`src/design/taw_pkg.sv`:
```
// Shared types, constants and codes for the tar archive header walker.
`default_nettype none
package taw_pkg;

    localparam int BLOCK_BYTES      = 512;
    localparam int SIZE_DIGITS      = 11;
    localparam int SIZE_OFFSET      = 124;
    localparam int POS_BITS         = 9;
    localparam int SIZE_BITS        = 33;
    localparam int LEFT_BITS        = 24;
    localparam int BLK_BITS         = 32;
    localparam int INDEX_BITS_DEF   = 32;
    localparam logic [7:0] CHAR_ZERO  = 8'h30;
    localparam logic [7:0] CHAR_SEVEN = 8'h37;

    localparam logic KIND_ENTRY = 1'b0;
    localparam logic KIND_END   = 1'b1;

    typedef enum logic [1:0] {
        MODE_HEADER = 2'd0,
        MODE_DATA   = 2'd1,
        MODE_ENDED  = 2'd2
    } t_mode;

    typedef struct packed {
        logic [7:0] archive_byte;
        logic       restart;
    } t_in_word;

    typedef struct packed {
        logic                 kind;
        logic [BLK_BITS-1:0]  header_block;
        logic [SIZE_BITS-1:0] entry_size;
        logic                 bad_digit;
    } t_out_word;

endpackage
`default_nettype wire

```
`src/design/tar_archive_header_walker.sv`:
```
// Top level of the tar archive header walker.
// Usage:
//   Input channel (i_in_valid / o_in_ready / i_in_word) takes one archive byte per
//   word, with restart set on the first byte of each new archive.
//   Output channel (o_out_valid / i_out_ready / o_out_word) gives one word per
//   entry header (after its last byte) and one at the end-of-archive block.
//   A result is registered when the byte that causes it is accepted.
//   Throughput: one byte per cycle while o_in_ready is high, set by the
//   single register stage of the scanner state.
//   A result register plus one skid entry sit behind the scanner; o_in_ready
//   drops only while both hold results, so the skid entry absorbs one result
//   during a receiver stall, and a stall that outlasts it holds the input.
//   After the end-of-archive word, bytes are consumed and dropped until a byte
//   with restart set.
//   Reset (synchronous, active low) clears the scanner to header mode at block
//   zero and empties the output register and skid entry.
`default_nettype none
module tar_archive_header_walker #(
    parameter int INDEX_BITS = taw_pkg::INDEX_BITS_DEF
) (
    input  wire                 i_clk,
    input  wire                 i_rst_n,
    input  wire                 i_in_valid,
    output logic                o_in_ready,
    input  taw_pkg::t_in_word   i_in_word,
    output logic                o_out_valid,
    input  wire                 i_out_ready,
    output taw_pkg::t_out_word  o_out_word
);

    logic               w_accept;
    logic               w_res_valid;
    taw_pkg::t_out_word w_res_word;

    assign w_accept = i_in_valid && o_in_ready;

    taw_scan #(
        .INDEX_BITS(INDEX_BITS)
    ) u_scan (
        .i_clk       (i_clk),
        .i_rst_n     (i_rst_n),
        .i_accept    (w_accept),
        .i_word      (i_in_word),
        .o_res_valid (w_res_valid),
        .o_res_word  (w_res_word)
    );

    taw_out_buf u_out_buf (
        .i_clk   (i_clk),
        .i_rst_n (i_rst_n),
        .i_push  (w_res_valid),
        .i_word  (w_res_word),
        .o_room  (o_in_ready),
        .o_valid (o_out_valid),
        .i_ready (i_out_ready),
        .o_word  (o_out_word)
    );

    a_stall_needs_result: assert property (@(posedge i_clk) disable iff (!i_rst_n)
        !o_in_ready |-> o_out_valid)
        else $error("input stalled with no result waiting");

    a_end_fields: assert property (@(posedge i_clk) disable iff (!i_rst_n)
        (o_out_valid && o_out_word.kind == taw_pkg::KIND_END) |->
        (o_out_word.entry_size == '0 && !o_out_word.bad_digit))
        else $error("end word carries size or bad digit");

    a_reset_empty: assert property (@(posedge i_clk)
        !i_rst_n |=> (!o_out_valid && o_in_ready))
        else $error("output not empty after reset");

    a_push_needs_accept: assert property (@(posedge i_clk) disable iff (!i_rst_n)
        w_res_valid |-> w_accept)
        else $error("result produced without an accepted byte");

endmodule
`default_nettype wire

```
`src/design/taw_scan.sv`:
```
// Header scanner: block position, size digits and data block skipping.
`default_nettype none
module taw_scan #(
    parameter int INDEX_BITS = taw_pkg::INDEX_BITS_DEF
) (
    input  wire                 i_clk,
    input  wire                 i_rst_n,
    input  wire                 i_accept,
    input  taw_pkg::t_in_word   i_word,
    output logic                o_res_valid,
    output taw_pkg::t_out_word  o_res_word
);

    localparam int PB = taw_pkg::POS_BITS;
    localparam int SB = taw_pkg::SIZE_BITS;
    localparam int LB = taw_pkg::LEFT_BITS;
    localparam int BB = taw_pkg::BLK_BITS;

    taw_pkg::t_mode       r_mode, n_mode, c_mode;
    logic [PB-1:0]        r_pos, n_pos, c_pos;
    logic [INDEX_BITS-1:0] r_cnt, n_cnt, c_cnt;
    logic [BB-1:0]        r_hs, n_hs;
    logic [SB-1:0]        r_acc, n_acc;
    logic [LB-1:0]        r_left, n_left, c_left;
    logic                 r_err, n_err;
    logic [BB-1:0]        w_cnt32;
    logic                 w_last;
    logic [2:0]           w_digit;
    logic [LB:0]          w_blocks;
    logic [LB:0]          w_blocks_m1;

    generate
        if (INDEX_BITS > BB) begin : g_sat
            assign w_cnt32 = (|c_cnt[INDEX_BITS-1:BB]) ? {BB{1'b1}} : c_cnt[BB-1:0];
        end else if (INDEX_BITS == BB) begin : g_eq
            assign w_cnt32 = c_cnt;
        end else begin : g_ext
            assign w_cnt32 = {{(BB-INDEX_BITS){1'b0}}, c_cnt};
        end
    endgenerate

    always_comb begin
        c_mode = i_word.restart ? taw_pkg::MODE_HEADER : r_mode;
        c_pos  = i_word.restart ? '0 : r_pos;
        c_cnt  = i_word.restart ? '0 : r_cnt;
        c_left = i_word.restart ? '0 : r_left;

        n_mode = r_mode;
        n_pos  = r_pos;
        n_cnt  = r_cnt;
        n_hs   = r_hs;
        n_acc  = r_acc;
        n_left = r_left;
        n_err  = r_err;

        w_last      = (c_pos == PB'(taw_pkg::BLOCK_BYTES - 1));
        w_digit     = 3'd0;
        w_blocks    = '0;
        w_blocks_m1 = '0;
        o_res_valid = 1'b0;
        o_res_word  = '0;

        if (i_accept && c_mode != taw_pkg::MODE_ENDED) begin
            n_mode = c_mode;
            n_pos  = c_pos;
            n_cnt  = c_cnt;
            n_left = c_left;
            if (c_mode == taw_pkg::MODE_HEADER && c_pos == '0 &&
                i_word.archive_byte == 8'd0) begin
                o_res_valid             = 1'b1;
                o_res_word.kind         = taw_pkg::KIND_END;
                o_res_word.header_block = w_cnt32;
                n_mode                  = taw_pkg::MODE_ENDED;
            end else begin
                case (c_mode)
                    taw_pkg::MODE_HEADER: begin
                        if (c_pos == '0) begin
                            n_hs  = w_cnt32;
                            n_acc = '0;
                            n_err = 1'b0;
                        end
                        if (c_pos >= PB'(taw_pkg::SIZE_OFFSET) &&
                            c_pos <  PB'(taw_pkg::SIZE_OFFSET + taw_pkg::SIZE_DIGITS)) begin
                            if (i_word.archive_byte inside
                                {[taw_pkg::CHAR_ZERO:taw_pkg::CHAR_SEVEN]}) begin
                                w_digit = i_word.archive_byte[2:0];
                            end else begin
                                n_err = 1'b1;
                            end
                            n_acc = {n_acc[SB-4:0], w_digit};
                        end
                        if (w_last) begin
                            o_res_valid             = 1'b1;
                            o_res_word.kind         = taw_pkg::KIND_ENTRY;
                            o_res_word.header_block = r_hs;
                            o_res_word.entry_size   = r_acc;
                            o_res_word.bad_digit    = r_err;
                            w_blocks    = (LB+1)'(r_acc[SB-1:PB]) +
                                          (LB+1)'(|r_acc[PB-1:0]);
                            w_blocks_m1 = w_blocks - (LB+1)'(1);
                            if (r_acc != '0) begin
                                n_mode = taw_pkg::MODE_DATA;
                                n_left = w_blocks_m1[LB-1:0];
                            end
                        end
                    end
                    taw_pkg::MODE_DATA: begin
                        if (w_last) begin
                            if (c_left == '0) begin
                                n_mode = taw_pkg::MODE_HEADER;
                            end else begin
                                n_left = c_left - LB'(1);
                            end
                        end
                    end
                    default: begin
                        n_mode = c_mode;
                    end
                endcase
                if (w_last) begin
                    n_pos = '0;
                    if (!(&c_cnt)) begin
                        n_cnt = c_cnt + INDEX_BITS'(1);
                    end
                end else begin
                    n_pos = c_pos + PB'(1);
                end
            end
        end
    end

    always_ff @(posedge i_clk) begin
        if (!i_rst_n) begin
            r_mode <= taw_pkg::MODE_HEADER;
            r_pos  <= '0;
            r_cnt  <= '0;
            r_hs   <= '0;
            r_acc  <= '0;
            r_left <= '0;
            r_err  <= 1'b0;
        end else begin
            r_mode <= n_mode;
            r_pos  <= n_pos;
            r_cnt  <= n_cnt;
            r_hs   <= n_hs;
            r_acc  <= n_acc;
            r_left <= n_left;
            r_err  <= n_err;
        end
    end

endmodule
`default_nettype wire

```
`src/design/taw_out_buf.sv`:
```
// Result register with one skid entry behind it.
`default_nettype none
module taw_out_buf (
    input  wire                 i_clk,
    input  wire                 i_rst_n,
    input  wire                 i_push,
    input  taw_pkg::t_out_word  i_word,
    output logic                o_room,
    output logic                o_valid,
    input  wire                 i_ready,
    output taw_pkg::t_out_word  o_word
);

    logic               r_out_valid, n_out_valid;
    logic               r_skid_valid, n_skid_valid;
    taw_pkg::t_out_word r_out, n_out;
    taw_pkg::t_out_word r_skid, n_skid;
    logic               w_take;

    always_comb begin
        w_take       = r_out_valid && i_ready;
        n_out_valid  = r_out_valid;
        n_skid_valid = r_skid_valid;
        n_out        = r_out;
        n_skid       = r_skid;
        if (w_take) begin
            if (r_skid_valid) begin
                n_out        = r_skid;
                n_skid_valid = i_push;
                n_skid       = i_word;
            end else begin
                n_out_valid = i_push;
                n_out       = i_word;
            end
        end else if (i_push) begin
            if (!r_out_valid) begin
                n_out_valid = 1'b1;
                n_out       = i_word;
            end else begin
                n_skid_valid = 1'b1;
                n_skid       = i_word;
            end
        end
    end

    always_ff @(posedge i_clk) begin
        if (!i_rst_n) begin
            r_out_valid  <= 1'b0;
            r_skid_valid <= 1'b0;
        end else begin
            r_out_valid  <= n_out_valid;
            r_skid_valid <= n_skid_valid;
        end
        r_out  <= n_out;
        r_skid <= n_skid;
    end

    assign o_room  = !r_skid_valid;
    assign o_valid = r_out_valid;
    assign o_word  = r_out;

endmodule
`default_nettype wire

```
`config.mk`:
```
export PLATFORM = sky130hd
export DESIGN_NAME = tar_archive_header_walker
export DESIGN_NICKNAME = d
export VERILOG_FILES = /design/src/design/taw_pkg.sv /design/src/design/tar_archive_header_walker.sv /design/src/design/taw_scan.sv /design/src/design/taw_out_buf.sv
export SDC_FILE = /design/constraint.sdc
export NUM_CORES = 1
export LEC_CHECK = 0
export BUFFER_PORTS_ARGS = -buffer_cell sky130_fd_sc_hd__buf_2
export CAP_MARGIN = 20
export CORE_UTILIZATION = 45
export DETAILED_ROUTE_END_ITERATION = 8
export GPL_ROUTABILITY_DRIVEN = 1
export PLACE_DENSITY = 0.62
export SETUP_SLACK_MARGIN = 0.4
export SLEW_MARGIN = 15
export SYNTH_ARGS = -nofsm -noshare
export SYNTH_HDL_FRONTEND = slang
export SYNTH_SLANG_ARGS = --single-unit
```
`constraint.sdc`:
```
create_clock -name i_clk -period 8.9 [get_ports i_clk]
set_input_delay 0 -clock i_clk [delete_from_list [all_inputs] [get_ports i_clk]]
set_output_delay 0 -clock i_clk [all_outputs]
set_load 0.01 [all_outputs]
```
# [Word-level counts from Yosys, hierarchy flattened]
# Cells that the tools add are included.
[word_totals] reg_bits=269 latch_bits=0 ramBits=0 romBits=0 input_bits=13 out_inout_bits=69 wordCells=110 n_memories=0
[op_classes] addsub=5 mul=0 n_div=0 order_cmp=4 n_eq_ne=6 n_shift=0 n_mux=51 bitwise_logic=1 reduce_logical=25
[op_table] op="$mux W67" count=10
[op_table] op="$mux W24" count=6
[op_table] op="$mux W32" count=4
[op_table] op="$mux W33" count=3
[op_table] op="$mux W66" count=1
[op_table] op="$pmux W24 S2" count=1
[op_table] op="$sub A24 B1 Y24 const B" count=2
[op_table] op="$mux W34" count=1
[op_table] op="$reduce_bool A33 Y1" count=1
[op_table] op="$add A32 B1 Y32 const B" count=1
[op_table] op="$reduce_and A32 Y1" count=1
[op_table] op="$mux W9" count=3
[op_table] op="$add A24 B1 Y24" count=1
[op_table] op="$logic_not A24 Y1" count=1
[op_table] op="$mux W1" count=14
[op_table] op="$mux W2" count=6
[op_table] op="$add A9 B1 Y9 const B" count=1
[op_table] op="$eq A9 B9 Y1 const B" count=1
[op_table] op="$ge A9 B7 Y1 const B" count=1
[op_table] op="$logic_not A9 Y1" count=1
[op_table] op="$lt A9 B8 Y1 const B" count=1
[op_table] op="$reduce_or A9 Y1" count=1
[op_table] op="$ge A8 B6 Y1 const B" count=1
[op_table] op="$le A8 B6 Y1 const B" count=1
[op_table] op="other kinds (14)" count=28

# [Longest topological paths before layout]
# Gate-level depths: netlist (run 1).
[depth] word_depth=9 ltp_mapped=20 mapped_depth_nobuf=14

# [By module]
# A second synthesis (run 1) with hierarchy kept.
[hier_totals] cells_unflattened=1280 area_unflattened_um2=13269.0
[by_module_without_submodules] mod="taw_scan" instances=1 cells_each=1058 area_per_inst_um2=8191.6 seq_area_each_um2=2662.6
[by_module_without_submodules] mod="taw_out_buf" instances=1 cells_each=221 area_per_inst_um2=5071.1 seq_area_each_um2=4063.9
[by_module_without_submodules] mod="tar_archive_header_walker" instances=1 cells_each=1 area_per_inst_um2=6.3 seq_area_each_um2=0.0

# [Worst setup path before layout (run 1)]
# Ideal clock, no wire load.
[synth_timing] path_kind="input port to flip-flop" from="input i_in_word[0] in the netlist's numbering" to="register u_out_buf.r_out, in the netlist u_out_buf.o_word[0], enable pin" setup_time_ns=0.584 t_arrival_ns=7.296 t_required_ns=8.316 path_slack_ns=1.019 cell_stages=16 n_path_buf=6 path_cell_list="buf_2 -> buf_2 -> buf_2 -> inv_1 -> clkbuf_1 -> clkbuf_1 -> nand2_1 -> inv_1 -> ha_1 -> nand2_1 -> nor3_1 -> ha_1 -> clkbuf_1 -> nand2_1 -> a21o_1 -> o21ai_0"
[synth_between] elab_chain_len=8 word_cells_on_any_way=15 cone_classes="eq/ne (2); mux (6); reduce/logical (7)"
[synth_lines] item="start: declaration" line_no="tar_archive_header_walker.sv:25" rtl="input taw_pkg::t_in_word i_in_word,"
[synth_lines] item="$mux W9 or $mux W2 (tied branches)" line_no="taw_scan.sv:44, taw_scan.sv:43"
[synth_lines] item="$eq A9 B9 Y1, or another cell as far along" line_no="taw_scan.sv:56" rtl="w_last = (c_pos == PB'(taw_pkg::BLOCK_BYTES - 1));"
[synth_lines] item="$mux W1 or $logic_and A1 B1 Y1 (tied branches)" line_no="taw_scan.sv:92, taw_scan.sv:68"
[synth_lines] item="$mux W1 or $logic_and A1 B1 Y1 (tied branches)" line_no="taw_scan.sv:75, taw_scan.sv:68"
[synth_lines] item="$mux W1" line_no="taw_scan.sv:68" rtl="if (c_mode == taw_pkg::MODE_HEADER && c_pos == '0 &&"
[synth_lines] item="$mux W1 (*)" line_no="taw_scan.sv:63" rtl="if (i_accept && c_mode != taw_pkg::MODE_ENDED) begin"
[synth_lines] item="$reduce_bool A2 Y1 (no line) (*)"
[synth_lines] item="$reduce_and A2 Y1 (no line) (*)"
[synth_lines] item="end signal: assignment" line_no="taw_out_buf.sv:54" rtl="r_out <= n_out;"
[synth_lines] item="end: declaration" line_no="taw_out_buf.sv:16" rtl="taw_pkg::t_out_word r_out, n_out;"
# Mark *: on every way between the ends. The rest lies on a longest branch, timed or not.
# A chain may end at the register's enable or synchronous reset.

# [Worst setup path after layout (run 1)]
[layout_timing] from="register u_scan.r_pos[0]" to="register u_out_buf.r_skid[57] in the netlist's numbering, enable pin"
[layout_between] elab_chain_len=8 word_cells_on_any_way=11 cone_classes="eq/ne (1); mux (5); reduce/logical (5)"
[layout_lines] item="start: declaration" line_no="taw_scan.sv:20" rtl="logic [PB-1:0] r_pos, n_pos, c_pos;"
[layout_lines] item="start signal: assignment" line_no="taw_scan.sv:143" rtl="r_pos <= n_pos;"
[layout_lines] item="$mux W9 (*)" line_no="taw_scan.sv:44" rtl="c_pos = i_word.restart ? '0 : r_pos;"
[layout_lines] item="$eq A9 B9 Y1 or $logic_not A9 Y1 (tied branches)" line_no="taw_scan.sv:56, taw_scan.sv:68"
[layout_lines] item="$mux W1 or $logic_and A1 B1 Y1 (tied branches)" line_no="taw_scan.sv:92, taw_scan.sv:68"
[layout_lines] item="$mux W1 or $logic_and A1 B1 Y1 (tied branches)" line_no="taw_scan.sv:75, taw_scan.sv:68"
[layout_lines] item="$mux W1 (*)" line_no="taw_scan.sv:68"
[layout_lines] item="$mux W1 (*)" line_no="taw_scan.sv:63"
[layout_lines] item="$reduce_bool A2 Y1 (no line) (*)"
[layout_lines] item="$reduce_and A3 Y1 (no line) (*)"
[layout_lines] item="end signal: assignment" line_no="taw_out_buf.sv:55" rtl="r_skid <= n_skid;"
[layout_lines] item="end: declaration" line_no="taw_out_buf.sv:17" rtl="taw_pkg::t_out_word r_skid, n_skid;"
# Marked as above.

==> flow_summary_export.csv, run 1 <==
group,metric,value,unit
placement,detailed_place_hpwl,22.09,mm
die,dieHeight,170.6,um
timing,maxSlewViolCount,0,
routing,drt.antenna.violating_nets,0,
timing,setup_viol,0,
power_and_ir_drop,p_sw,0.5713,mW
power_and_ir_drop,cell_internal_pwr,1.987,mW
synth,synth_xor_area_frac,0.03562,
routing,firstDrtPassIters,5,
clock_tree,cts_resized,0,
routing,routedWlPerCell,19.30,um
synth,synth_area_per_cell,9.694,sq um
placement,gp_congestion,0.9145,
synth,syn_area,12790,sq um
global_route,top_usage_layer,"met1",
timing,skew,0.01066,ns
final_layout,final_cell_mix,"dfxtp_1, nand2_1, edfxtp_1",
timing,rsz0062_at_grt,"false",
status,outcome,"complete, no violations",
timing,slew_headroom,0.2711,
synth,syn-instance-count,1319,
timing,finalHoldViolations,0,
synth,synth_fa_ha_area_frac,0.007829,
timing,tns,0,ns
die,die_w,170.6,um
job,drv_cap,0,
global_route,met1_usage,0.3576,
global_route,met3_usage,0.03354,
power_and_ir_drop,powerDensity,176.6,nW/um^2
global_route,grt_use_total,0.2357,
synth,synth_top_family_by_area,"simple AND/OR/NAND/NOR gates",
clock_tree,post_cts_buffers,0,
synth,ys_warn_count,0,
global_route,grt_pass1_vias,9576,
synth,synth_edf_count,134,
clock_tree,cts_root_buffer,"clkbuf_16",
timing,period_minus_slack,4.008,ns
worst_setup_path,cp_max_fo,64,
global_route,grt_pass1_wl,53.98,mm
hold_path,hp-class,"input pin to flop",
synth,synthTopCellsByArea,"edfxtp_1, dfxtp_1, a21oi_1",
timing,worstMarginPinSlew,1.090,ns
final_layout,final_common_cell,"dfxtp_1",
die,dieArea,29090,sq um
clock_tree,h-tree-depth,1,
clock_tree,insertion_delay,0.55,ns
power_and_ir_drop,leakagePower,5.503,nW
clock_tree,clockBufferDepth,3,
power_and_ir_drop,clockPowerShare,0.455,
final_layout,nNetsFinal,1394,
synth,synth_flop_cell,"dfxtp_1",
clock_tree,cts.hold.buffers_added,5,
global_route,grt_remaining_overflow,0,
routing,drc,0,
worst_setup_path,crit_path_start_kind,"flop",
die,num_io_pins,82,
clock_tree,clkSinkCount,269,
worst_setup_path,worstPathArrival,4.17,ns
synth,async_reset_ff_frac,0,
power_and_ir_drop,power,2.558,mW
synth,synth_top_area_cell,"edfxtp_1",
synth,yosysTopAreaCellShare,0.3147,
synth,synthMuxAreaShare,0.004697,
power_and_ir_drop,swShare,0.2233,
worst_setup_path,worst_setup_path_end_kind,"flop",
clock_tree,clk_pin_slew,0.06,ns
clock_tree,cts_tree,"built",
synth,syn_nets,1340,
global_route,met2_usage,0.3434,
placement,portBuffers,81,
timing,finalCritPeriodShare,0.4503,
worst_setup_path,required,9.07,ns
final_layout,drive_above_1_share,0.1277,
routing,vias,10310,
global_route,grt_max_degree,86,
worst_setup_path,rrSetupSlack,4.89,ns
worst_setup_path,worstSetupPathType,"flop to flop",
die,initial_utilization,0.4590,
synth,yosys.area_share.simple,0.2064,
final_layout,area_growth,13.29,%
synth,ys_ff_latch,269,
routing,drt-total-wl,34.21,mm
synth,synth_cell_types,78,
power_and_ir_drop,seqPwrFrac,0.507,
power_and_ir_drop,ir_worst_vdd,131.1,uV
global_route,antenna_found_initial,0,
synth,synth_compound_area_frac,0.1788,
timing,max_freq,0.2495,GHz
die,rows,61,
synth,yosysSeqAreaShare,0.5261,
routing,vias_per_cell,5.819,
die,core,27860,sq um
clock_tree,numCtsBuffers,29,
power_and_ir_drop,combPwrFrac,0.038,
final_layout,diodes,0,
routing,drt_iter0_markers,987,
-- cell families after synthesis --
group,count (synthesis)
and+or+nand+nor,515
AOI/OAI and AO/OA,340
DFF,269
buffers and inverters,129
xor gates and xnor gates,52
adders and majority gates,8
muxes,6
-- per-stage QoR --
step                      cells    util  worst slack (ns)  area, sq um  hold WS (ns)
after floorplan            1319       -             1.019        12790        0.1672
after global placement     1714  0.4852             4.880        13520        0.3076
after detailed placement   1714  0.4854             4.808        13520        0.3080
after CTS                  1771  0.5198             4.887        14480       0.07782
after global routing       1772  0.5200             4.570        14490        0.1041
final                      1772  0.5200             4.892        14490       0.08895
-- worst max-delay path: stages (launching register included) --
cell	delay, ns
dfxtp_1	0.42
nand2_1	0.11
inv_1	0.07
ha_1	0.21
nand2_1	0.08
nor3_1	0.19
ha_1	0.71
nand2_1	0.25
a21o_1	0.34
o21ai_0	0.16
and2_2	0.27
buf_4	0.69
-- final cells by class --
class                      count  area (sq um)
sequential                   269          6726
clock buffer                  38         779.5
clock inverter                14         128.9
multi-input combinational    921          5593
fill                        2523         13370
tap                          378         473.0
timing repair buffer         108         618.1
inverter                      44         166.4
-- final timing paths --
check,from,endpoint,depth (start not counted)
hold reg to reg,u_scan.r_hs[28],u_scan.r_hs[28],2
hold / removal,i_in_valid,u_scan.r_mode[0],4
setup reg to reg,u_scan.r_pos[0],u_out_buf.r_skid[57],11
setup / recovery,u_scan.r_pos[0],u_out_buf.r_skid[57],11
-- state kept, by name, indices dropped and copies added, names as in the netlist --
signal                  flops
u_scan.r_mode               2
u_scan.r_acc               33
u_out_buf.r_skid_valid      1
u_out_buf.o_word           67
u_scan.r_cnt               32
u_scan.r_hs                32
u_out_buf.o_valid           1
u_out_buf.r_skid           67
u_scan.r_err                1
u_scan.r_left              24
u_scan.r_pos                9
-- power by group through the flow --
stage	clock network [mW]	logic, mW	registers, mW
2_1_floorplan	0	0.0628	1.32
3_3_place_gp	0	0.0941	1.32
3_5_place_dp	0	0.0938	1.32
4_1_cts	1.18	0.0959	1.30
5_1_grt	1.23	0.105	1.30
6_report	1.16	0.0970	1.30
-- synth_stat cells, types with 5 or more instances --
cell type    n
or4_1        6
ha_1         8
edfxtp_1   134
dfxtp_1    135
a22o_1      30
nand2b_1     6
inv_1       43
nand3_1     51
buf_1        5
clkbuf_1    62
xor2_1      19
buf_2       16
a21oi_1    114
xnor2_1     33
and4_1       5
or3_1       13
nor2b_1     20
o22ai_1      6
nor2_1     116
nor3_1      33
a32oi_1      6
a21o_1      43
a211oi_1     6
a31oi_1      9
nor4_1      14
nand4_1     30
and3_1      15
nand2_1    134
mux2i_1      6
a22oi_1     36
o21ai_0     35
nor4_2       7
and2_1      37
-- metal layers --
layer,up-vias,share of wire
li1,4936,-
met1,4931,0.49
met2,395,0.42
met3,50,0.071
met4,0,0.025
met5,-,0
Power figures use the tool's default switching activity.
==> run 2: changes to the inputs <==
--- a/config.mk
+++ b/config.mk
@@ -10,7 +10,7 @@
 export CORE_UTILIZATION = 45
 export DETAILED_ROUTE_END_ITERATION = 8
 export GPL_ROUTABILITY_DRIVEN = 1
-export PLACE_DENSITY = 0.62
+export PLACE_DENSITY = 0.64
 export SETUP_SLACK_MARGIN = 0.4
 export SLEW_MARGIN = 15
 export SYNTH_ARGS = -nofsm -noshare
==> constraint.sdc (replaced) <==
create_clock -name i_clk -period 3.45 [get_ports i_clk]
set_input_delay 0 -clock i_clk [delete_from_list [all_inputs] [get_ports i_clk]]
set_output_delay 0 -clock i_clk [all_outputs]
set_load 0.01 [all_outputs]
==> flow_summary_export.csv, run 2 (same netlist as run 1, synthesis figures left out) <==
group,metric,value,unit
worst_setup_path,worstSetupPathType,"flop to flop",
global_route,grt_max_degree,104,
routing,drt_iter0_markers,1169,
die,num_io_pins,82,
clock_tree,clockBufferDepth,3,
final_layout,final_cell_mix,"dfxtp_1, edfxtp_1, nand2_1",
routing,drt.antenna.violating_nets,0,
timing,skew,0.01121,ns
final_layout,drive_above_1_share,0.1674,
worst_setup_path,path_cells,"nor4_2 -> a21oi_1 -> o31ai_2 -> buf_4 -> nand3_1 -> nand2_1 -> o32ai_1",
routing,vias_per_cell,5.792,
worst_setup_path,crit_path_top_delay_cell,"o31ai_2",
global_route,grt_use_total,0.2334,
timing,period_minus_slack,3.044,ns
worst_setup_path,worst_setup_path_end_kind,"flop",
timing,tns,0,ns
worst_setup_path,crit_path_start_kind,"flop",
clock_tree,clkSinkCount,269,
worst_setup_path,cp_max_fo,11,
die,die_w,170.6,um
global_route,antenna_found_initial,0,
power_and_ir_drop,powerDensity,442.0,nW/um^2
routing,drt-total-wl,34.35,mm
hold_path,hp-class,"input pin to flop",
placement,detailed_place_hpwl,23.23,mm
final_layout,nFillCells,2471,
timing,worstMarginPinSlew,1.093,ns
timing,holdWs,0.07238,ns
status,outcome,"complete, no violations",
timing,slew_headroom,0.2711,
die,initial_utilization,0.4590,
routing,drc,0,
clock_tree,clk_pin_slew,0.06,ns
worst_setup_path,required,3.87,ns
power_and_ir_drop,leakagePower,5.759,nW
global_route,grt_remaining_overflow,0,
worst_setup_path,cp_num_buf_inv,1,
worst_setup_path,slowest_delay,0.60,ns
die,dieArea,29090,sq um
timing,finalCritPeriodShare,0.8824,
clock_tree,h-tree-depth,1,
final_layout,area_growth,16.96,%
timing,maxSlewViolCount,0,
placement,gp_congestion,0.9075,
timing,finalHoldViolations,0,
placement,portBuffers,81,
routing,vias,10500,
clock_tree,cts_tree,"built",
die,rows,61,
timing,max_freq,0.3285,GHz
timing,rsz0062_at_grt,"false",
die,core,27860,sq um
power_and_ir_drop,power,6.611,mW
final_layout,final_common_cell,"dfxtp_1",
final_layout,diodes,0,
job,drv_cap,0,
global_route,grt_pass1_vias,9494,
final_layout,post-route-util,0.5368,
worst_setup_path,path_delay_family,"simple AND/OR/NAND/NOR gates",
timing,setup_viol,0,
routing,routedWlPerCell,18.96,um
die,dieHeight,170.6,um
routing,firstDrtPassIters,6,
clock_tree,cts_root_buffer,"clkbuf_16",
power_and_ir_drop,ir_worst_vdd,335.7,uV
clock_tree,numCtsBuffers,28,
clock_tree,insertion_delay,0.55,ns
global_route,grt_pass1_wl,53.57,mm
final_layout,nNetsFinal,1433,
worst_setup_path,worstPathArrival,3.46,ns
-- run 2: through the flow --
stage               instances  worst slack (ns)  cell area (sq um)
floorplan                1319            0.1745              12920
global placement         1748            0.4324              13850
detailed placement       1748            0.3474              13850
CTS                      1806            0.4158              14830
global route             1812            0.3845              14950
finish                   1812            0.4058              14950
-- run 2: final cells by class --
cell class                 count  area [sq um]  area share
sequential                   269          6726      0.4498
multi-input combinational    922          5736      0.3835
timing repair buffer         147         938.4     0.06275
clock buffer                  39         793.3     0.05305
tap                          378         473.0     0.03163
inverter                      44         168.9     0.01130
clock inverter                13         118.9    0.007948
-- run 2: tightest hold or removal path: cells and delay by family --
family | cells | cell delay [ns]
AOI/OAI and AO/OA | 2 | 0.32
buffers and inverters | 1 | 0.19
and+or+nand+nor | 1 | 0.07
-- run 2: metal layers --
metal | share of wire | up-vias | GRT usage | wire length (um)
li1 | - | 5011 | - | -
met1 | 0.48 | 5012 | 0.3573 | 16450
met2 | 0.42 | 403 | 0.3379 | 14540
met3 | 0.072 | 70 | 0.03354 | 2468
met4 | 0.026 | 0 | 0.06659 | 895
met5 | 0 | - | 0 | 0
-- run 2: path summary, 6_finish.rpt --
| kind | start | depth (start not counted) | slack [ns] | end |
|---|---|---|---|---|
| worst max-delay path | u_scan.r_pos[4] | 7 | 0.41 | u_scan.r_left[22] |
| worst min-delay path | i_in_word[0] | 4 | 0.07 | u_scan.r_pos[7] |
| worst max register to register | u_scan.r_pos[4] | 7 | 0.41 | u_scan.r_left[22] |
| worst min register to register | u_scan.r_err | 2 | 0.45 | u_scan.r_err |
-- run 2: power breakdown --
group	internal [mW]	switching (mW)	leakage (nW)
Clock	1.75	1.26	0.442
Combinational	0.0700	0.190	2.98
Sequential	3.33	0.0131	2.33
-- run 2: what timing repair did --
action,in CTS,in global routing
gates resized for setup,2,13
setup buffers,1,5
endpoints found under the hold margin,10,0
pin swaps,1,7
gates cloned,0,1
setup endpoints to repair,5,97
hold buffers,5,0
==> run 3: changes to the inputs <==
==> constraint.sdc (replaced) <==
create_clock -name i_clk -period 3.45 [get_ports i_clk]
set_input_delay 0.69 -clock i_clk [delete_from_list [all_inputs] [get_ports i_clk]]
set_output_delay 0.69 -clock i_clk [all_outputs]
set_load 0.01 [all_outputs]
==> flow_summary_export.csv, run 3 (same netlist as run 1, synthesis figures left out) <==
group,metric,value,unit
status,outcome,"complete, no violations",
die,die_w,170.6,um
placement,gp_congestion,0.8952,
global_route,grt_pass1_vias,9555,
final_layout,diodes,0,
placement,detailed_place_hpwl,22.32,mm
routing,vias_per_cell,5.798,
worst_setup_path,cp_max_fo,4,
worst_setup_path,endpoint,"u_scan.r_left[14]",
final_layout,area_growth,18.86,%
placement,place_area,14020,sq um
clock_tree,clk_pin_slew,0.06,ns
timing,rsz0062_at_grt,"true",
timing,slew_headroom,0.3078,
worst_setup_path,required,3.88,ns
worst_setup_path,rrSetupSlack,0.46,ns
power_and_ir_drop,leakagePower,5.865,nW
job,drv_cap,0,
die,dieHeight,170.6,um
clock_tree,cts_root_buffer,"clkbuf_16",
placement,portBuffers,81,
die,core,27860,sq um
global_route,antenna_found_initial,0,
placement,post-place-ws,0.1318,ns
worst_setup_path,worstPathArrival,3.42,ns
worst_setup_path,reg2reg_depth,11,
routing,firstDrtPassIters,5,
global_route,grt_use_total,0.2310,
die,num_io_pins,82,
clock_tree,insertion_delay,0.54,ns
final_layout,post-route-util,0.5455,
worst_setup_path,worst_setup_path_end_kind,"flop",
clock_tree,clockBufferDepth,3,
routing,drt.antenna.violating_nets,0,
routing,drt-total-wl,33.73,mm
timing,period_minus_slack,2.989,ns
die,initial_utilization,0.4590,
global_route,grt_pass1_wl,53.36,mm
final_layout,nNetsFinal,1435,
timing,finalHoldViolations,0,
routing,drt_iter0_markers,1196,
clock_tree,cts_tree,"built",
clock_tree,clkSinkCount,269,
hold_path,hp-class,"flop to flop",
routing,vias,10520,
clock_tree,h-tree-depth,1,
die,dieArea,29090,sq um
final_layout,final_common_cell,"edfxtp_1",
worst_setup_path,r2r-start,"u_scan.r_acc[3]",
power_and_ir_drop,ir_worst_vdd,415.2,uV
routing,drc,0,
worst_setup_path,critPathLaunch,"u_scan.r_acc[3]",
worst_setup_path,r2r-end,"u_scan.r_left[14]",
routing,routedWlPerCell,18.59,um
final_layout,final_cell_area,15200,sq um
final_layout,final_cell_mix,"edfxtp_1, dfxtp_1, nand2_1",
timing,maxSlewViolCount,0,
timing,setup_ws,0.4607,ns
clock_tree,numCtsBuffers,28,
timing,finalCritPeriodShare,0.8665,
worst_setup_path,worstSetupPathType,"flop to flop",
die,rows,61,
global_route,grt_remaining_overflow,0,
timing,worstMarginPinSlew,1.034,ns
global_route,grt_max_degree,67,
worst_setup_path,crit_path_start_kind,"flop",
timing,max_freq,0.3345,GHz
timing,skew,0.006984,ns
timing,setup_viol,0,
power_and_ir_drop,powerDensity,457.0,nW/um^2
final_layout,drive_above_1_share,0.1845,
-- run 3: cell count changes in the layout (fill, tap and decap cells not counted), moves of 3 or more --
cell / delta
dlygate4sd3_1: -5
buf_12: +4
bufinv_16: +4
o21ai_0: -3
xnor2_1: -3
xnor2_2: +3
-- run 3: worst min path at each step --
stage               depth (start not counted)  slack [ns]              end       startpoint
global route                                2        0.46  u_scan.r_hs[28]  u_scan.r_hs[28]
detailed placement                          2        0.44  u_scan.r_hs[22]  u_scan.r_hs[22]
global placement                            2        0.44  u_scan.r_hs[30]  u_scan.r_hs[30]
finish                                      2        0.45  u_scan.r_hs[28]  u_scan.r_hs[28]
floorplan                                   2        0.43  u_scan.r_hs[25]  u_scan.r_hs[25]
CTS                                         3        0.45  u_scan.r_acc[0]     i_in_word[1]
-- run 3: routing by layer --
layer	up-vias	share of wire	global-route usage
met5	-	0	0
li1	5017	-	-
met4	0	0.020	0.05719
met2	406	0.42	0.3358
met1	5042	0.48	0.3478
met3	52	0.081	0.04626
-- run 3: per-stage QoR --
stage,power (mW),cells,TNS [ns],hold slack (ns)
5_1_grt,7.138,1814,0,0.4630
6_report,6.945,1814,0,0.4489
2_1_floorplan,3.583,1319,-38.98,0.4316
4_1_cts,6.986,1809,0,0.4468
3_3_place_gp,3.676,1755,0,0.4377
3_5_place_dp,3.676,1755,0,0.4430
-- run 3: what timing repair did --
action / in CTS / in global routing
pin swaps: 3 / 9
cloned: 0 / 1
setup buffers: 2 / 3
gates resized for setup: 6 / 14
endpoints found under the setup margin: 8 / 27
hold buffers: 0 / 0
-- run 3: area by class of cell --
class	count	area, sq um
fill	2415	12660
sequential	269	6729
multi-input combinational	922	5809
timing repair buffer	149	994.7
clock buffer	38	790.8
tap	378	473.0
clock inverter	14	231.5
inverter	44	168.9
-- run 3: critical path: stages, from the launching register on --
cell     delay (ns)
dfxtp_2        0.33
or4_4          0.55
nor4_4         0.24
ha_2           0.25
nor4b_4        0.23
buf_4          0.16
nand4_1        0.21
nor2_2         0.21
xnor2_2        0.16
o21ai_1        0.10
a221o_1        0.30
o21a_1         0.17
-- run 3: power breakdown --
group / switching, mW / internal (mW)
Combinational: 0.193 / 0.0782
Sequential: 0.0116 / 3.33
Clock: 1.27 / 2.06
